$ cat src/hw/rtl/cen_pkg.sv
// ----------------------------------------------------------------------------
// cen_pkg: shared types and constants for the combination enumerator
// Word layouts, opcodes, register indexes and the control bundle that the
// core hands to every position cell.
// ----------------------------------------------------------------------------
`default_nettype none

package cen_pkg;

  localparam int MAX_SOURCE = 64;
  localparam int MAX_CHOOSE = 16;

  localparam int SRC_AW  = $clog2(MAX_SOURCE);   // table address bits
  localparam int POS_W   = SRC_AW + 1;           // position holds one step past the table
  localparam int N_W     = 7;                    // table length register
  localparam int K_W     = 5;                    // subset size register
  localparam int SLOT_W  = 4;
  localparam int DATA_W  = 32;
  localparam int CFG_IW  = 2;
  localparam int CFG_DW  = 7;

  localparam logic [CFG_IW-1:0] CFG_TABLE_LEN = 2'd0;
  localparam logic [CFG_IW-1:0] CFG_PICK_LEN  = 2'd1;

  typedef enum logic [1:0] {
    OP_LOAD    = 2'd0,
    OP_NEXT    = 2'd1,
    OP_RESTART = 2'd2
  } op_t;

  typedef struct packed {
    op_t                      opcode;
    logic [5:0]               load_index;
    logic signed [DATA_W-1:0] load_value;
  } in_word_t;

  typedef struct packed {
    logic signed [DATA_W-1:0] value;
    logic [SLOT_W-1:0]        slot;
    logic [5:0]               source_index;
    logic                     last;
    logic                     finished;
  } out_word_t;

  typedef struct packed {
    logic restart;   // positions back to ascending
    logic step;      // snapshot taps and start one advance
    logic shift;     // move taps one cell toward cell 0
  } cell_ctl_t;

endpackage

`default_nettype wire

$ cat src/hw/rtl/cen_table.sv
// ----------------------------------------------------------------------------
// cen_table: source table storage
// One write port and one read port with a registered, enabled read.
// ----------------------------------------------------------------------------
`default_nettype none

module cen_table import cen_pkg::*; (
  input  wire logic              clk,
  input  wire logic              wr_en,
  input  wire logic [SRC_AW-1:0] wr_addr,
  input  wire logic [DATA_W-1:0] wr_data,
  input  wire logic              rd_en,
  input  wire logic [SRC_AW-1:0] rd_addr,
  output logic [DATA_W-1:0]      rd_data
);

  logic [DATA_W-1:0] mem [MAX_SOURCE];

  always_ff @(posedge clk) begin
    if (wr_en) begin
      mem[wr_addr] <= wr_data;
    end
  end

  always_ff @(posedge clk) begin
    if (rd_en) begin
      rd_data <= mem[rd_addr];
    end
  end

endmodule

`default_nettype wire

$ cat src/hw/rtl/cen_cell.sv
// ----------------------------------------------------------------------------
// cen_cell: one position of the current combination
// Holds its position, decides its part of the advance, takes its left
// neighbor's position plus one during the fill wave, and passes a snapshot
// tap toward cell 0 for readout.
// ----------------------------------------------------------------------------
`default_nettype none

module cen_cell import cen_pkg::*; (
  input  wire logic             clk,
  input  wire logic             rst_n,
  input  wire cell_ctl_t        ctl,
  input  wire logic [POS_W-1:0] cell_idx,
  input  wire logic [K_W-1:0]   k,
  input  wire logic [N_W-1:0]   nk,
  input  wire logic             hi_grow,
  input  wire logic             lo_grow,
  input  wire logic             left_pending,
  input  wire logic [POS_W-1:0] left_pos,
  input  wire logic [POS_W-1:0] right_tap,
  output logic                  grow,
  output logic                  pending,
  output logic [POS_W-1:0]      pos,
  output logic [POS_W-1:0]      tap
);

  logic [POS_W-1:0] pos_r, pos_nxt;
  logic             pending_r, pending_nxt;
  logic [POS_W-1:0] tap_r, tap_nxt;
  logic [POS_W:0]   lim;
  logic             active;

  assign active = cell_idx < {{(POS_W-K_W){1'b0}}, k};
  assign lim    = {{(POS_W+1-N_W){1'b0}}, nk} + {1'b0, cell_idx};
  assign grow   = active && ({1'b0, pos_r} < lim);

  always_comb begin
    pos_nxt     = pos_r;
    pending_nxt = pending_r;
    tap_nxt     = tap_r;
    if (ctl.restart) begin
      pos_nxt     = cell_idx;
      pending_nxt = 1'b0;
    end else if (ctl.step) begin
      tap_nxt = pos_r;
      if (active && !hi_grow) begin
        if (grow || !lo_grow) begin
          // pivot cell, or no cell can grow at all
          pos_nxt = pos_r + POS_W'(1);
        end else begin
          // right of the pivot: wait for the fill wave
          pending_nxt = 1'b1;
        end
      end
    end else begin
      if (pending_r && !left_pending) begin
        pos_nxt     = left_pos + POS_W'(1);
        pending_nxt = 1'b0;
      end
      if (ctl.shift) begin
        tap_nxt = right_tap;
      end
    end
  end

  always_ff @(posedge clk) begin
    if (!rst_n) begin
      pos_r     <= cell_idx;
      pending_r <= 1'b0;
    end else begin
      pos_r     <= pos_nxt;
      pending_r <= pending_nxt;
    end
  end

  always_ff @(posedge clk) begin
    tap_r <= tap_nxt;
  end

  assign pending = pending_r;
  assign pos     = pos_r;
  assign tap     = tap_r;

endmodule

`default_nettype wire

$ cat src/hw/rtl/combination_enumerator_core.sv
// ----------------------------------------------------------------------------
// combination_enumerator_core: lexicographic k-combination generator
// A row of position cells steps through the k-subsets of the source table;
// each next word reads out the k selected entries, one per cycle unless out_stall holds them.
// ----------------------------------------------------------------------------
//
//   channel  direction  handshake            word
//   in       input      in_valid / in_stall   in_word_t  (load, next, restart)
//   out      output     out_valid / out_stall out_word_t (one selected entry)
//   cfg      input      cfg_we                cfg_index, cfg_wdata
//
// A next word keeps in_stall high until its k table reads have issued from
// the tap chain and the fill wave, which moves one cell per cycle right of
// the pivot, has finished. Results leave through the read register and the
// output register; out_stall holds both stages and pauses issue.
// Reset (rst_n low, synchronous) restores ascending positions and clears the
// configuration, sequencer and valid registers; the source table is not cleared.
// ----------------------------------------------------------------------------
`default_nettype none

module combination_enumerator_core import cen_pkg::*; (
  input  wire logic              clk,
  input  wire logic              rst_n,
  input  wire logic              in_valid,
  output logic                   in_stall,
  input  wire in_word_t          in_data,
  output logic                   out_valid,
  input  wire logic              out_stall,
  output out_word_t              out_data,
  input  wire logic              cfg_we,
  input  wire logic [CFG_IW-1:0] cfg_index,
  input  wire logic [CFG_DW-1:0] cfg_wdata
);

  logic [N_W-1:0] n_r;
  logic [K_W-1:0] k_r;
  logic [N_W-1:0] eff_n, nk;
  logic [K_W-1:0] eff_k;

  logic exh_r, exh_nxt;
  logic fin_r, fin_nxt;
  logic emit_r, emit_nxt;
  logic [SLOT_W-1:0] cnt_r, cnt_nxt;

  cell_ctl_t ctl;
  logic      in_acc, is_last, issue, adv, s1_load, any_grow, tbl_we;

  logic [MAX_CHOOSE-1:0] grow_v, pend_v, hi_v, lo_v;
  logic [POS_W-1:0]      pos_v [MAX_CHOOSE];
  logic [POS_W-1:0]      tap_v [MAX_CHOOSE];

  logic              s1_v_r;
  logic              s1_oob_r;
  logic [SLOT_W-1:0] s1_slot_r;
  logic [5:0]        s1_idx_r;
  logic              s1_last_r, s1_fin_r;
  logic [DATA_W-1:0] rd_data;

  logic      out_v_r;
  out_word_t out_r;

  // configuration
  always_ff @(posedge clk) begin
    if (!rst_n) begin
      n_r <= '0;
      k_r <= '0;
    end else if (cfg_we) begin
      case (cfg_index)
        CFG_TABLE_LEN: n_r <= cfg_wdata[N_W-1:0];
        CFG_PICK_LEN:  k_r <= cfg_wdata[K_W-1:0];
        default: ;
      endcase
    end
  end

  assign eff_n = (n_r > N_W'(MAX_SOURCE)) ? N_W'(MAX_SOURCE) : n_r;
  assign eff_k = (k_r > K_W'(MAX_CHOOSE)) ? K_W'(MAX_CHOOSE) : k_r;
  assign nk    = eff_n - {{(N_W-K_W){1'b0}}, eff_k};

  // cell row
  always_comb begin
    logic [MAX_CHOOSE-1:0] lo_mask;
    for (int i = 0; i < MAX_CHOOSE; i++) begin
      lo_mask = (MAX_CHOOSE'(1) << i) - MAX_CHOOSE'(1);
      lo_v[i] = |(grow_v & lo_mask);
      hi_v[i] = |(grow_v & ~(lo_mask | (MAX_CHOOSE'(1) << i)));
    end
  end

  assign any_grow = |grow_v;

  for (genvar g = 0; g < MAX_CHOOSE; g++) begin : g_cell
    cen_cell u_cell (
      .clk          (clk),
      .rst_n        (rst_n),
      .ctl          (ctl),
      .cell_idx     (POS_W'(g)),
      .k            (eff_k),
      .nk           (nk),
      .hi_grow      (hi_v[g]),
      .lo_grow      (lo_v[g]),
      .left_pending ((g == 0) ? 1'b0 : pend_v[(g == 0) ? 0 : g - 1]),
      .left_pos     ((g == 0) ? '0 : pos_v[(g == 0) ? 0 : g - 1]),
      .right_tap    ((g == MAX_CHOOSE - 1) ? '0 : tap_v[(g == MAX_CHOOSE - 1) ? g : g + 1]),
      .grow         (grow_v[g]),
      .pending      (pend_v[g]),
      .pos          (pos_v[g]),
      .tap          (tap_v[g])
    );
  end

  // sequencer
  assign in_stall = emit_r | (|pend_v);
  assign in_acc   = in_valid & ~in_stall;
  assign adv      = ~out_v_r | ~out_stall;
  assign s1_load  = ~s1_v_r | adv;
  assign issue    = emit_r & s1_load;
  assign is_last  = ({1'b0, cnt_r} + K_W'(1)) == eff_k;
  assign tbl_we   = in_acc && (in_data.opcode == OP_LOAD);

  always_comb begin
    exh_nxt     = exh_r;
    fin_nxt     = fin_r;
    emit_nxt    = emit_r;
    cnt_nxt     = cnt_r;
    ctl.restart = 1'b0;
    ctl.step    = 1'b0;
    ctl.shift   = issue;
    if (issue) begin
      cnt_nxt = cnt_r + SLOT_W'(1);
      if (is_last) begin
        emit_nxt = 1'b0;
      end
    end
    if (in_acc) begin
      case (in_data.opcode)
        OP_LOAD: ;
        OP_RESTART: begin
          ctl.restart = 1'b1;
          exh_nxt     = {{(N_W-K_W){1'b0}}, eff_k} > eff_n;
        end
        OP_NEXT: begin
          if (!exh_r) begin
            if (({{(N_W-K_W){1'b0}}, eff_k} > eff_n) || (eff_k == '0)) begin
              exh_nxt = 1'b1;
            end else begin
              ctl.step = 1'b1;
              exh_nxt  = ~any_grow;
              fin_nxt  = ~any_grow;
              emit_nxt = 1'b1;
              cnt_nxt  = '0;
            end
          end
        end
        default: ;
      endcase
    end
  end

  always_ff @(posedge clk) begin
    if (!rst_n) begin
      exh_r  <= 1'b0;
      emit_r <= 1'b0;
      cnt_r  <= '0;
      fin_r  <= 1'b0;
    end else begin
      exh_r  <= exh_nxt;
      emit_r <= emit_nxt;
      cnt_r  <= cnt_nxt;
      fin_r  <= fin_nxt;
    end
  end

  cen_table u_table (
    .clk     (clk),
    .wr_en   (tbl_we),
    .wr_addr (in_data.load_index),
    .wr_data (in_data.load_value),
    .rd_en   (issue),
    .rd_addr (tap_v[0][SRC_AW-1:0]),
    .rd_data (rd_data)
  );

  // read stage: metadata travels with the table read
  always_ff @(posedge clk) begin
    if (!rst_n) begin
      s1_v_r <= 1'b0;
    end else if (s1_load) begin
      s1_v_r <= issue;
    end
  end

  always_ff @(posedge clk) begin
    if (issue) begin
      s1_oob_r  <= tap_v[0][POS_W-1];
      s1_idx_r  <= tap_v[0][5:0];
      s1_slot_r <= cnt_r;
      s1_last_r <= is_last;
      s1_fin_r  <= fin_r;
    end
  end

  // output register
  always_ff @(posedge clk) begin
    if (!rst_n) begin
      out_v_r <= 1'b0;
    end else if (adv) begin
      out_v_r <= s1_v_r;
    end
  end

  always_ff @(posedge clk) begin
    if (adv && s1_v_r) begin
      // a position past the table reads as zero
      out_r.value        <= s1_oob_r ? '0 : rd_data;
      out_r.slot         <= s1_slot_r;
      out_r.source_index <= s1_idx_r;
      out_r.last         <= s1_last_r;
      out_r.finished     <= s1_fin_r;
    end
  end

  assign out_valid = out_v_r;
  assign out_data  = out_r;

endmodule

`default_nettype wire

$ cat config.mk
export PLATFORM = sky130hd
export DESIGN_NAME = combination_enumerator_core
export DESIGN_NICKNAME = d
export VERILOG_FILES = /design/src/hw/rtl/cen_pkg.sv /design/src/hw/rtl/cen_table.sv /design/src/hw/rtl/cen_cell.sv /design/src/hw/rtl/combination_enumerator_core.sv
export SDC_FILE = /design/constraint.sdc
export NUM_CORES = 2
export LEC_CHECK = 0
export BUFFER_PORTS_ARGS = -buffer_cell sky130_fd_sc_hd__buf_2
export CAP_MARGIN = 30
export CORE_UTILIZATION = 35
export DETAILED_ROUTE_END_ITERATION = 12
export SYNTH_ARGS = -nofsm -noshare
export SYNTH_HDL_FRONTEND = slang
export SYNTH_SLANG_ARGS = --single-unit
$ cat constraint.sdc
create_clock -name clk -period 10.96 [get_ports clk]
set_input_delay 0 -clock clk [delete_from_list [all_inputs] [get_ports clk]]
set_output_delay 0 -clock clk [all_outputs]
set_load 0.1 [all_outputs]
==> results.json <==
{
  "synth_cell_types": 92,
  "syn_nets": 5356,
  "total_power_w": 0.0194,
  "grt_pass1_vias": 51400,
  "powerDensity_nw_per_um2": 172,
  "crit_buf_inv": 5,
  "cts_root_buffer": "clkbuf_16",
  "ios": 100,
  "overflow": 0,
  "rows": 193,
  "critPathTopFamily": "simple AND/OR/NAND/NOR gates",
  "die_w_microns": 531,
  "clk_pin_slew_ns": 0.07,
  "drv_cap": 0,
  "ys_seq_elements": 2397,
  "skew_ns": 0.129,
  "min_from": "in_data[3]",
  "totalWireLength_microns": 257000,
  "rrSetupSlack_ns": 3.67,
  "antenna_found_initial": 22,
  "hpwl_microns": 143000,
  "via_count": 50600,
  "area_growth_pct": 15.4,
  "start_kind": "flip-flop",
  "grtUsageTotal_pct": 18.1,
  "clk_path_buf_depth": 4,
  "crit_top_cell": "inv_1",
  "ant_nets": 0,
  "yosys_most_used_dff": "edfxtp_1",
  "synth_seq_area_share_pct": 72.1,
  "crit_type": "flip-flop to flip-flop",
  "final_area_sq_um": 113000,
  "synth_area_sq_um": 97800,
  "die-area_sq_um": 282000,
  "viasPerCell": 5.38,
  "coreArea_sq_um": 277000,
  "ir_drop_uv": 151,
  "grt_pass1_wl_microns": 369000,
  "slowest_delay_ns": 0.83,
  "p_leak_nw": 36.0,
  "cp.arrival_ns": 8.03,
  "remaining_drc_errors": 0,
  "outcome": "finished, violations left",
  "hold_depth": 2,
  "clkLatencyLatePin_ns": 0.94,
  "avgSynthCellArea_sq_um": 18.9,
  "first_pass_iters": 5,
  "portBuffers": 99,
  "drv_slew": 0,
  "tns_ns": 0,
  "min_period_over_period_pct": 66.5,
  "period_minus_slack_ns": 7.29,
  "layout_common_cells": "2249 x edfxtp_1, 664 x mux4_2, 490 x nand2_1",
  "hold_viol": 9,
  "drt_iter0_markers": 5634,
  "drive_gt1_share_pct": 24.2,
  "cts_tree": "yes",
  "start_util_pct": 35.3,
  "violations": "hold timing",
  "synth_cells": 5170,
  "cts_max_level": 4,
  "cp_slowest_cell": "a22oi_1",
  "max_freq_mhz": 137,
  "placedInstanceArea_sq_um": 103000,
  "grt_max_degree": 173,
  "die_h_microns": 531,
  "rsz0062_at_grt": "false",
  "hold_path_end": "u_table.mem[50][3]",
  "worstMarginPinSlew_ns": 1.09,
  "routedWlPerCell_microns": 27.4,
  "crit_chain": "clkinv_1 > nand2_1 > inv_1 > fa_1 > xnor2_1 > buf_4 > inv_1 > ha_1 > nor2b_1 > nor2_1 > inv_1 > a21oi_1 > xnor2_1 > ha_1 > a21oi_1 > o21ai_0 > a211oi_1 > nor2_1 > nand2_1 > or3_1 > or4_1 > a22oi_1 > o21ai_0 > a221o_1",
  "gp_congestion": 0.900,
  "yosysWarnings": 0,
  "synthArstFlopShare_pct": 0,
  "hold_path_class": "input pin to flip-flop",
  "ff2ff_path_depth": 24,
  "worstPathMaxFanout": 15,
  "final_common_cell": "edfxtp_1",
  "max_slew_margin_pct": 27.5,
  "cp-end-kind": "flip-flop",
  "rr_endpoint": "g_cell[9].u_cell.pos[3]",
  "crit_required_ns": 11.70,
  "numCtsBuffers": 248,
  "holdWs_ns": -0.00374,
  "postLayoutSetupSlackWorst_ns": 3.67,
  "cp.depth": 24,
  "clock-sinks": 2397,
  "setup_viol": 0,
  "synth-edff-count": 2249,
  "r2r_start": "k_r[4]",
  "fin_nets": 5666,
  "dp_slack_ns": 3.85
}
-- worst register-to-register path, delay by kind of cell, from the launching register on --
kind	cells	cell delay, ns
compound gates	7	1.96
xor+xnor	2	0.32
fa+ha+maj	3	0.99
buf+inv	5	1.10
flops	1	0.66
simple gates	7	2.17
-- layout make-up --
type	count	area, sq um
clock buffer	289	6400
inverter	52	199
multi-input combinational	2450	26600
tap	3705	4640
sequential	2397	70500
fill	24700	164000
timing repair buffer	331	2970
antenna	8	20.0
clock inverter	164	1570
-- stage by stage --
step	cells	util, %
finish	9396	40.7
global route	9388	40.7
CTS	9348	40.5
detailed placement	8821	37.3
global placement	8817	37.3
floorplan	5170	-
-- per-layer routing --
metal  routed length, microns  track usage (%)  up-vias
met5                       27                0        -
met4                     4760             3.76        4
met3                    16900             2.90      355
met2                   127000             30.3     1652
met1                   108000             24.9    26900
li1                         -                -    21600
-- where the power goes --
part           switching [W]  internal, W  total (W)
Combinational       0.000664     0.000367    0.00103
Clock                0.00351      0.00483    0.00834
Sequential         0.0000134       0.0100     0.0100
Total                0.00419       0.0152     0.0194
-- worst max path at each step --
| stage | start | end |
|---|---|---|
| after detailed placement | k_r[4] | g_cell[9].u_cell.pos[3] |
| after CTS | k_r[4] | g_cell[9].u_cell.pos[3] |
| after global routing | k_r[4] | g_cell[9].u_cell.pos[3] |
| final | k_r[4] | g_cell[9].u_cell.pos[3] |
| after global placement | k_r[4] | g_cell[9].u_cell.pos[3] |
| after floorplan | g_cell[7].u_cell.pending | g_cell[0].u_cell.tap[0] |
-- synthesized netlist by cell type, types with 18 or more instances --
master	instances	area (sq um)
edfxtp_1	2249	67500
mux4_2	664	15000
nand2_1	491	1840
nor2_1	188	706
clkbuf_1	177	664
dfxtp_1	148	2960
ha_1	131	1640
o21ai_0	126	631
a21oi_1	107	536
xnor2_1	97	850
nand3_1	78	390
buf_1	76	285
nor2b_1	66	413
mux2i_1	60	601
inv_1	49	184
xor2_1	44	385
nor3_1	28	140
a21o_1	27	203
o2111ai_1	27	236
and3_1	22	138
nand4_1	20	125
a31oi_1	18	113
-- kinds of logic after synthesis --
group                    after synthesis  share of synthesized area [%]
AO/OA/AOI/OAI                        447                           3.06
XOR/XNOR                             143                           1.31
adder cells (fa/ha/maj)              133                           1.71
buffers and inverters                323                           1.27
flip-flops                          2397                           72.1
multiplexers                         735                           16.0
AND/OR/NAND/NOR                      992                           4.53
-- sequential cells by signal, summed over array words and instances (netlist names), 4 cells and up --
| signal | count |
|---|---|
| s1_slot_r | 4 |
| k_r | 5 |
| out_data | 44 |
| u_table.rd_data | 32 |
| g_cell.u_cell.pos | 112 |
| u_table.mem | 2048 |
| cnt_r | 4 |
| g_cell.u_cell.pending | 15 |
| s1_idx_r | 6 |
| g_cell.u_cell.tap | 112 |
| n_r | 7 |
-- repair_timing --
item | in CTS | in global routing
hold endpoints to repair | 2180 | 70
gates resized for setup | 0 | 0
hold buffers | 74 | 13
buffers inserted | 0 | 0
Power figures use the tool's default switching activity.
